**src/design/srr_pkg.sv**
```systemverilog
// srr_pkg: request and result types for the selective-repeat receiver.
// Used by selective_repeat_receiver; no dependencies.
package srr_pkg;

	// One arriving packet
	typedef struct packed {
		logic [31:0] seq;
		logic [63:0] payload;
		logic        corrupt;
	} in_req_t;

	// One result: acknowledgement or in-order delivery
	typedef struct packed {
		logic        kind;
		logic [31:0] out_seq;
		logic [63:0] out_data;
		logic        last;
		logic        done_res;
	} out_res_t;

	// Result kinds
	localparam logic KIND_ACK     = 1'b0;
	localparam logic KIND_DELIVER = 1'b1;

	// Register map (byte addresses)
	localparam logic [2:0] ADDR_TOTAL_PACKETS = 3'd0;

endpackage

```
**src/design/srr_cell.sv**
```systemverilog
// srr_cell: one slot of the receive window, holding a flag and a payload word.
// Shifts toward the window base on request; depends on nothing else.
module srr_cell #(
	parameter int DATA_BITS = 64
) (
	input  logic                 clk,
	input  logic                 arst_n,
	input  logic                 wr_en,
	input  logic [DATA_BITS-1:0] wr_data,
	input  logic                 shift_en,
	input  logic                 nxt_flag,
	input  logic [DATA_BITS-1:0] nxt_data,
	output logic                 flag,
	output logic [DATA_BITS-1:0] data
);

	logic                 flag_q;
	logic [DATA_BITS-1:0] data_q;

	// Hold flag: set on first write, take neighbor's on shift
	always_ff @(posedge clk or negedge arst_n) begin
		if (!arst_n) begin
			flag_q <= 1'b0;
		end else if (shift_en) begin
			flag_q <= nxt_flag;
		end else if (wr_en) begin
			flag_q <= 1'b1;
		end
	end

	// Hold data: keep the first copy of a packet, take neighbor's on shift
	always_ff @(posedge clk) begin
		if (shift_en) begin
			data_q <= nxt_data;
		end else if (wr_en && !flag_q) begin
			data_q <= wr_data;
		end
	end

	assign flag = flag_q;
	assign data = data_q;

endmodule

```
**src/design/selective_repeat_receiver.sv**
```systemverilog
// selective_repeat_receiver: top level of the selective-repeat ARQ receiver.
// Depends on srr_pkg (types, constants) and srr_cell (window slots).
//
// Usage:
//   in channel  (in_valid/in_ready/in_req): one arriving packet per request.
//   out channel (out_valid/out_ready/out_res): acknowledgements and in-order
//   deliveries, the acknowledgement first, last marking the final result of
//   a packet. Corrupt packets, packets outside both ranges and all packets
//   once the transfer is complete produce no result.
//   APB port: register 0 (byte address 0) is total_packets.
// Sequence: the acknowledgement is registered in the output register in the
//   cycle after the packet is accepted. A packet at the window base then
//   drains the run of held packets, one delivery per cycle while the output
//   is not stalled, and the row of WINDOW cells shifts one slot per delivery.
//   The next packet is accepted once the run is drained and the output
//   register is free or being emptied.
// Reset: window base, held flags and total_packets clear at once; no clearing
//   pass. With total_packets at 0 every packet is ignored.
// Stall: while a result waits and out_ready is low, the output register holds
//   it, the shift stops and in_ready stays low.
module selective_repeat_receiver #(
	parameter int WINDOW       = 16,
	parameter int PAYLOAD_BITS = 64
) (
	input  logic               clk,
	input  logic               arst_n,
	input  logic               in_valid,
	output logic               in_ready,
	input  srr_pkg::in_req_t   in_req,
	output logic               out_valid,
	input  logic               out_ready,
	output srr_pkg::out_res_t  out_res,
	input  logic               psel,
	input  logic               penable,
	input  logic               pwrite,
	input  logic [2:0]         paddr,
	input  logic [31:0]        pwdata,
	output logic [31:0]        prdata,
	output logic               pready
);

	localparam int IW = (WINDOW > 1) ? $clog2(WINDOW) : 1;

	typedef enum logic [1:0] {
		ST_IDLE  = 2'b01,
		ST_DELIV = 2'b10
	} state_t;

	state_t                  state_q;
	logic [31:0]             total_q;
	logic [31:0]             base_q;
	logic                    done_q;
	logic                    out_vld_q;
	srr_pkg::out_res_t       out_q;

	logic                    cell_flag [WINDOW];
	logic [PAYLOAD_BITS-1:0] cell_data [WINDOW];
	logic [WINDOW-1:0]       cell_wr;
	logic [WINDOW-1:0]       cell_have;
	logic [WINDOW-1:0]       cell_ok;
	logic [WINDOW-1:0]       cell_top;

	logic                    accept;
	logic                    slot_free;
	logic                    active;
	logic [31:0]             diff;
	logic                    in_win;
	logic [IW-1:0]           d_idx;
	logic [31:0]             low;
	logic                    in_back;
	logic [31:0]             k_left;
	logic [31:0]             top_off;
	logic                    base_wraps;
	logic                    done_calc;
	logic                    do_shift;
	logic                    deliv_last;
	logic [PAYLOAD_BITS-1:0] wr_payload;

	// APB: write total_packets, read it back
	assign pready = 1'b1;
	always_ff @(posedge clk or negedge arst_n) begin
		if (!arst_n) begin
			total_q <= '0;
		end else if (psel && penable && pwrite && paddr == srr_pkg::ADDR_TOTAL_PACKETS) begin
			total_q <= pwdata;
		end
	end
	assign prdata = (paddr == srr_pkg::ADDR_TOTAL_PACKETS) ? total_q : '0;

	// Handshake
	assign slot_free = !out_vld_q || out_ready;
	assign in_ready  = (state_q == ST_IDLE) && slot_free;
	assign accept    = in_valid && in_ready;
	assign active    = !in_req.corrupt && (base_q < total_q);

	// Classify the packet against the window
	assign diff    = in_req.seq - base_q;
	assign in_win  = (in_req.seq >= base_q) && (diff < 32'(WINDOW));
	assign d_idx   = diff[IW-1:0];
	assign low     = (base_q >= 32'(WINDOW)) ? (base_q - 32'(WINDOW)) : '0;
	assign in_back = (in_req.seq >= low) && (in_req.seq < base_q);
	assign wr_payload = in_req.payload[PAYLOAD_BITS-1:0];

	// Transfer completes if the held run, with this packet, reaches total,
	// unless the run carries the base past the top of the sequence space
	assign k_left  = total_q - base_q;
	assign top_off = ~base_q;
	genvar gi;
	generate
		for (gi = 0; gi < WINDOW; gi++) begin : g_ok
			assign cell_wr[gi]   = accept && active && in_win && (d_idx == IW'(gi));
			assign cell_have[gi] = cell_flag[gi] || (in_win && d_idx == IW'(gi));
			assign cell_ok[gi]   = cell_have[gi] || (32'(gi) >= k_left);
			assign cell_top[gi]  = cell_have[gi] || (32'(gi) > top_off);
		end
	endgenerate
	assign base_wraps = (top_off < 32'(WINDOW)) && (&cell_top);
	assign done_calc  = (k_left <= 32'(WINDOW)) && (&cell_ok) && !base_wraps;

	// Delivery step: shift the row one slot toward the base
	assign do_shift   = (state_q == ST_DELIV) && slot_free;
	assign deliv_last = !cell_flag[1];

	// Row of window cells
	generate
		for (gi = 0; gi < WINDOW; gi++) begin : g_cell
			if (gi == WINDOW - 1) begin : g_top
				srr_cell #(.DATA_BITS(PAYLOAD_BITS)) u_cell (
					.clk      (clk),
					.arst_n   (arst_n),
					.wr_en    (cell_wr[gi]),
					.wr_data  (wr_payload),
					.shift_en (do_shift),
					.nxt_flag (1'b0),
					.nxt_data ('0),
					.flag     (cell_flag[gi]),
					.data     (cell_data[gi])
				);
			end else begin : g_mid
				srr_cell #(.DATA_BITS(PAYLOAD_BITS)) u_cell (
					.clk      (clk),
					.arst_n   (arst_n),
					.wr_en    (cell_wr[gi]),
					.wr_data  (wr_payload),
					.shift_en (do_shift),
					.nxt_flag (cell_flag[gi+1]),
					.nxt_data (cell_data[gi+1]),
					.flag     (cell_flag[gi]),
					.data     (cell_data[gi])
				);
			end
		end
	endgenerate

	// Sequencer: acknowledge, then drain the run at the base
	always_ff @(posedge clk or negedge arst_n) begin
		if (!arst_n) begin
			state_q <= ST_IDLE;
			base_q  <= '0;
			done_q  <= 1'b0;
		end else begin
			unique case (state_q)
				ST_IDLE: begin
					if (accept && active && in_win && d_idx == '0) begin
						state_q <= ST_DELIV;
						done_q  <= done_calc;
					end
				end
				ST_DELIV: begin
					if (do_shift) begin
						base_q <= base_q + 32'd1;
						if (deliv_last) begin
							state_q <= ST_IDLE;
						end
					end
				end
				default: state_q <= ST_IDLE;
			endcase
		end
	end

	// Output register valid
	always_ff @(posedge clk or negedge arst_n) begin
		if (!arst_n) begin
			out_vld_q <= 1'b0;
		end else if ((accept && active && (in_win || in_back)) || do_shift) begin
			out_vld_q <= 1'b1;
		end else if (out_ready) begin
			out_vld_q <= 1'b0;
		end
	end

	// Output register payload
	always_ff @(posedge clk) begin
		if (do_shift) begin
			out_q.kind     <= srr_pkg::KIND_DELIVER;
			out_q.out_seq  <= base_q;
			out_q.out_data <= 64'(cell_data[0]);
			out_q.last     <= deliv_last;
			out_q.done_res <= done_q;
		end else if (accept) begin
			out_q.kind     <= srr_pkg::KIND_ACK;
			out_q.out_seq  <= in_req.seq;
			out_q.out_data <= '0;
			out_q.last     <= !(in_win && d_idx == '0);
			out_q.done_res <= in_win && d_idx == '0 && done_calc;
		end
	end

	assign out_valid = out_vld_q;
	assign out_res   = out_q;

endmodule
```
**config.mk**
```make
export PLATFORM = sky130hd
export DESIGN_NAME = selective_repeat_receiver
export DESIGN_NICKNAME = d
export VERILOG_FILES = /design/src/design/srr_pkg.sv /design/src/design/srr_cell.sv /design/src/design/selective_repeat_receiver.sv
export SDC_FILE = /design/constraint.sdc
export NUM_CORES = 2
export LEC_CHECK = 0
export ABC_AREA = 1
export BUFFER_PORTS_ARGS = -buffer_cell sky130_fd_sc_hd__clkbuf_2
export CORE_MARGIN = 10
export CORE_UTILIZATION = 40
export CTS_BUF_LIST = sky130_fd_sc_hd__clkbuf_2
export CTS_CLUSTER_DIAMETER = 200
export CTS_CLUSTER_SIZE = 28
export DETAILED_ROUTE_END_ITERATION = 16
export GPL_TIMING_DRIVEN = 0
export PLACE_DENSITY = 0.57
export SLEW_MARGIN = 20
export SYNTH_ARGS = -nofsm -noshare
export SYNTH_HDL_FRONTEND = slang
export SYNTH_HIERARCHICAL = 1
export SYNTH_SLANG_ARGS = --single-unit
```
**constraint.sdc**
```tcl
create_clock -name clk -period 12.13 [get_ports clk]
set_input_delay 0.6065 -clock clk [delete_from_list [all_inputs] [get_ports clk]]
set_output_delay 0.6065 -clock clk [all_outputs]
set_load 0.05 [all_outputs]
```
Word-level counts from Yosys, hierarchy flattened --
Index checks and enable logic that the tools add are counted.
Cells by class: add/sub/neg operators 4, $lt $le $gt $ge 40, equality and inequality tests 20, multiplexer cells 72, bitwise gates (word level) 1, reductions and logical operators 175
Operators by type and width (count):
- $mux 64 | 30
- $ge 4x32->1 const A | 8
- $gt 4x32->1 const A | 8
- $mux 98 | 2
- $ge 3x32->1 const A | 4
- $gt 3x32->1 const A | 4
- $reduce_bool 2->1 | 33
- $ge 1x32->1 const A | 2
- $ge 2x32->1 const A | 2
- $ge 32x32->1 | 2
- $gt 1x32->1 const A | 2
- $gt 2x32->1 const A | 2
- $logic_and 1x1->1 | 64
- $lt 32x32->1 | 2
- $lt 32x5->1 const B | 2
- $mux 32 | 2
- $sub 32x32->32 | 2
- $logic_or 1x1->1 | 51
- $mux 1 | 34
- $add 32x1->32 const B | 1
- $eq 4x4->1 const B | 8
- $ge 32x5->1 const B | 1
- $le 32x5->1 const B | 1
- $not 32->32 | 1
- 16 further kinds | 44
Storage, ports and cells: flip-flop bits (word level) 1207, output and inout port bits 134, logic and storage cells 354

Depth between registers and ports, before layout --
depth in word-level cells 13, depth in mapped cells 28, gate-level depth less buffers 27

By module --
The synthesis kept the hierarchy.
Modules (own cells, without submodules):
- srr_cell | instances 16, cells each 280, area each 2792.7 µm², sequential area each 1946.9 µm²
- selective_repeat_receiver | instances 1, cells each 2337, area each 15107.0 µm², sequential area each 4665.7 µm²

Worst setup path before layout --
OpenSTA, ideal clock, no wires.
path kind input port to flip-flop, from input in_req[65] (netlist name), to register g_cell[10].g_mid.u_cell.data_q[0] (enable), setup time 0.574 ns, data arrival time 7.422 ns, setup slack 4.134 ns, cell stages on the path 19, path buffers 1, cells stage by stage inv_1 -> ha_1 -> fa_1 -> inv_1 -> nand2_1 -> nand2_1 -> nand3_1 -> nand2_1 -> nand2_1 -> nand3_1 -> nand2_1 -> nor4_1 -> nand4_1 -> nor3_1 -> nand2_1 -> clkbuf_1 -> nor4_1 -> inv_1 -> o21ai_0
On the way: word-level cells in the longest chain between the ends 7, elaborated cells on any way between the ends 9, those cells by class 1 x add/sub; 2 x order compare; 1 x eq/ne; 5 x reduce/logical
RTL lines:
- start: declaration | line selective_repeat_receiver.sv:29 | input srr_pkg::in_req_t in_req,
- $sub 32x32->32 | line selective_repeat_receiver.sv:97 | assign diff = in_req.seq - base_q;
- $lt 32x5->1 | line selective_repeat_receiver.sv:98 | assign in_win = (in_req.seq >= base_q) && (diff < 32'(WINDOW));
- $logic_and 1x1->1 | line selective_repeat_receiver.sv:98
- $logic_and 1x1->1 | line selective_repeat_receiver.sv:111 | assign cell_wr[gi] = accept && active && in_win && (d_idx == IW'(gi));
- $logic_and 1x1->1 * | line selective_repeat_receiver.sv:111
- net cell_wr[10] | line selective_repeat_receiver.sv:58 | logic [WINDOW-1:0] cell_wr;
- $logic_and 1x1->1 * | line srr_cell.sv:35 | end else if (wr_en && !flag_q) begin
- $reduce_bool 2->1 (no source line) *
- end signal: assignment | line srr_cell.sv:34 | data_q <= nxt_data;
- end signal: assignment | line srr_cell.sv:36 | data_q <= wr_data;
- end: declaration | line srr_cell.sv:18 | logic [DATA_BITS-1:0] data_q;
Mark *: on every way through the listed nets, which the timed path passes. The rest lies on a longest branch. A chain may end at the register's enable or synchronous reset.

Worst setup path in the final report --
from register base_q[3], to register g_cell[15].g_top.u_cell.data_q[6] (enable)
On the way: word-level cells in the longest chain between the ends 6, elaborated cells on any way between the ends 11, those cells by class 1 x add/sub; 3 x order compare; 1 x eq/ne; 6 x reduce/logical
RTL lines:
- start: declaration | line selective_repeat_receiver.sv:51 | logic [31:0] base_q;
- start signal: assignment | line selective_repeat_receiver.sv:171 | base_q <= base_q + 32'd1;
- $sub 32x32->32 / $lt 32x32->1 (equally long branches) | line selective_repeat_receiver.sv:97, selective_repeat_receiver.sv:94
- $lt 32x5->1 / $logic_and 1x1->1 (equally long branches) | line selective_repeat_receiver.sv:98, selective_repeat_receiver.sv:94
- $logic_and 1x1->1 (on tied branches) | line selective_repeat_receiver.sv:98, selective_repeat_receiver.sv:111
- $logic_and 1x1->1 | line selective_repeat_receiver.sv:111
- $logic_and 1x1->1 * | line selective_repeat_receiver.sv:111
- net cell_wr[15] | line selective_repeat_receiver.sv:58
- $logic_and 1x1->1 * | line srr_cell.sv:35
- end signal: assignment | line srr_cell.sv:34
- end signal: assignment | line srr_cell.sv:36
- end: declaration | line srr_cell.sv:18
Marks and branches as above.

==> out/metrics.yaml <==
outcome: "finished clean"
regToRegSetupSlack_ns: 6.15
tightestPinTransition_ns: 0.829
synth_mux_area_frac: 0
grt-ovfl-total: 0
route.detailed.drc: 0
fin_nets: 7849
reg2reg_to: "g_cell[15].g_top.u_cell/data[6]"
numCtsBuffers: 49
drt_wl_total_mm: 166
post_dp_cell_area_um2: 65300
core-area_um2: 148000
grt_pass1_wl_mm: 254
end_kind: "flop"
synth_seq_cells: 1207
insertion_delay_ns: 1.74
path_cells: "clkbuf_1 > inv_1 > ha_1 > nand2_1 > inv_1 > nand2_1 > nand2_1 > nand2_1 > nand3_1 > xor2_1 > nor4_1 > nand4_1 > nor3_1 > nand2_1 > clkbuf_1 > nor4_1 > inv_1 > o21ai_4 > buf_16 > buf_16 > buf_16"
clock-root-buffer: "clkbuf_2"
drv_slew: 0
grt_usage: 0.198
clk_pin_slew_ns: 0.68
grt_max_degree: 85
cp-start-kind: "flop"
die_h_um: 407
drt_iter0_drc: 3396
place_ws_ns: 6.56
drt-wirelength-per-cell_um: 17.4
via_count: 45900
period_needed_ns: 5.98
slowest_delay_ns: 0.46
cp.arrival_ns: 7.22
ctsHoldBuffers: 351
drive_above_1_share: 0.0904
netlist_instances: 6817
final_util: 0.467
p_leak_nw: 31.0
path_max_fanout: 25
vias_per_cell: 4.81
p_per_area_nw_per_um2: 99.8
cts_tree: "yes"
synth_top_family_by_area: "simple AND/OR/NAND/NOR gates"
pin_count: 273
power_mw: 6.91
crit_top_cell: "nand2_1"
crit_required_ns: 13.37
final_antenna_net_count: 0
synth_warnings: 6
fin_skew_ns: 0.288
synth_cell_types: 53
die_x_um: 407
relSlewSlack: 0.447
fin_area_um2: 69200
yosysSeqAreaShare: 0.599
io_buffer_count: 271
ir_drop_v: 0.0000841
synth-adder-area-share: 0.0224
setup_viol: 0
cts_buffer_depth: 3
dieArea_um2: 165000
rsz0062_at_grt: "false"
first_pass_iters: 8
grt_pass1_vias: 44500
hp-class: "input port to flop"
synth-compound-area-share: 0.0197
crit_type: "flop to flop"
cpMaxStageDelayCell: "dfrtp_1"
rr_startpoint: "base_q[3]"
fin_ws_ns: 6.15
synth_xor_area_frac: 0.00789
min_delay_path_depth: 4
rows: 141
drv_cap: 0
timing.fmax_mhz: 167
synth_simple_gate_area_frac: 0.293
post_cts_resized: 0
start_util: 0.403
place_congestion: 0.891
r2r_cells: 21
async_reset_ff_frac: 0.0696
synth_edf_count: 1122
antenna_found_initial: 25
whs_endpoint: "g_cell[14].g_mid.u_cell/data[53]"
cts_max_level: 2
cts_setup_buffers: 0
hpwlAfterDp_mm: 122
syn_avg_cell_area_um2: 8.77
period_share: 0.493
yosys_most_used_dff: "edfxtp_1"
area_delta_synth_final_pct: 15.8
syn-cell-area_um2: 59800
hold_viol: 0
hp-start: "in_req[54]"
cts_sinks: 1207
-- area by class of cell --
class / count / area [µm²]
timing repair buffer: 672 / 6240
tap: 1930 / 2410
multi-input combinational: 4919 / 21000
buffer: 273 / 1640
antenna: 14 / 35.0
fill: 13900 / 78900
clock inverter: 4 / 45.0
sequential: 1207 / 35800
inverter: 482 / 1810
clock buffer: 57 / 285
-- sequential cells by signal, indices dropped and copies added, names as in the netlist --
signal                    count
g_cell.g_top.u_cell/flag      1
out_res                      99
done_q                        1
g_cell.g_mid.u_cell/data    960
total_q                      32
state_q                       2
base_q                       32
g_cell.g_top.u_cell/data     64
out_valid                     1
g_cell.g_mid.u_cell/flag     15
-- placed cells by master, fill, tap and decap left out, types with 83 or more instances in the layout --
cell,netlist,routed
nand2_1,3821,3820
edfxtp_1,1122,1122
inv_1,452,451
dlygate4sd3_1,0,350
nor2_1,328,328
clkbuf_2,0,328
nand3_1,170,170
ha_1,104,104
buf_4,99,99
o21ai_0,111,95
dfrtp_1,83,83
-- cell families (layout without fill, tap and decap cells) --
| logic type | count (synthesis) | in the layout |
|---|---|---|
| adder cells (fa/ha/maj) | 106 | 106 |
| XOR/XNOR | 53 | 53 |
| AND/OR/NAND/NOR | 4481 | 4481 |
| flip-flops | 1207 | 1207 |
| other | 2 | 80 |
| buffers and inverters | 755 | 1488 |
| AO/OA/AOI/OAI | 213 | 213 |
-- worst max-delay path by stage --
stage,slack (ns),from,endpoint,cells after the start
global placement,-0.55,base_q[3],g_cell[1].g_mid.u_cell/data[41],18
CTS,6.25,base_q[3],g_cell[15].g_top.u_cell/data[6],21
detailed placement,6.56,base_q[3],g_cell[15].g_top.u_cell/data[8],21
global route,5.92,base_q[3],g_cell[15].g_top.u_cell/data[6],21
floorplan,4.13,in_req[65],g_cell[10].g_mid.u_cell/data[0],19
finish,6.15,base_q[3],g_cell[15].g_top.u_cell/data[6],21
-- worst max-delay path: cells and delay by family (launching register included) --
family / cells / cell delay [ns]
xor gates and xnor gates: 1 / 0.25
AOI/OAI and AO/OA: 1 / 0.31
adders and majority gates: 1 / 0.44
DFF: 1 / 0.46
and+or+nand+nor: 10 / 2.15
buffers and inverters: 8 / 1.83
-- metal layers --
layer / track usage / part of all wire / vias up
li1: - / - / 23200
met1: 0.264 / 0.44 / 21500
met2: 0.338 / 0.47 / 1090
met3: 0.0280 / 0.066 / 199
met4: 0.0523 / 0.025 / 6
met5: 0 / 0.00028 / -
-- cell usage after synthesis, types with 16 or more instances --
cell type	count	area (µm²)
a21oi_1	63	315
buf_2	82	410
buf_4	99	743
buf_6	16	180
clkbuf_1	74	278
dfrtp_1	83	2080
edfxtp_1	1122	33700
ha_1	104	1300
inv_1	452	1700
inv_2	24	90.1
nand2_1	3821	14300
nand2_2	16	100
nand3_1	170	851
nand3_2	17	170
nand4_1	35	219
nor2_1	328	1230
nor3_1	30	150
nor4_1	26	163
o21ai_0	111	556
xor2_1	45	394
-- through the flow --
stage | hold WS, ns | TNS (ns) | std cells
6_report | 0.176 | 0 | 9558
5_1_grt | 0.0549 | 0 | 9551
4_1_cts | 0.00107 | 0 | 9544
3_5_place_dp | 0.433 | 0 | 9132
3_3_place_gp | 0.432 | -62.29 | 9082
2_1_floorplan | 0.311 | 0 | 6881
-- where the power goes --
part	leakage, nW	internal, mW	switching [mW]
Clock	0.259	0.130	1.21
Combinational	19.6	0.334	0.602
Sequential	11.2	4.59	0.0430
Total	31.0	5.06	1.85
Note: power is estimated with default switching activity, not from simulation.
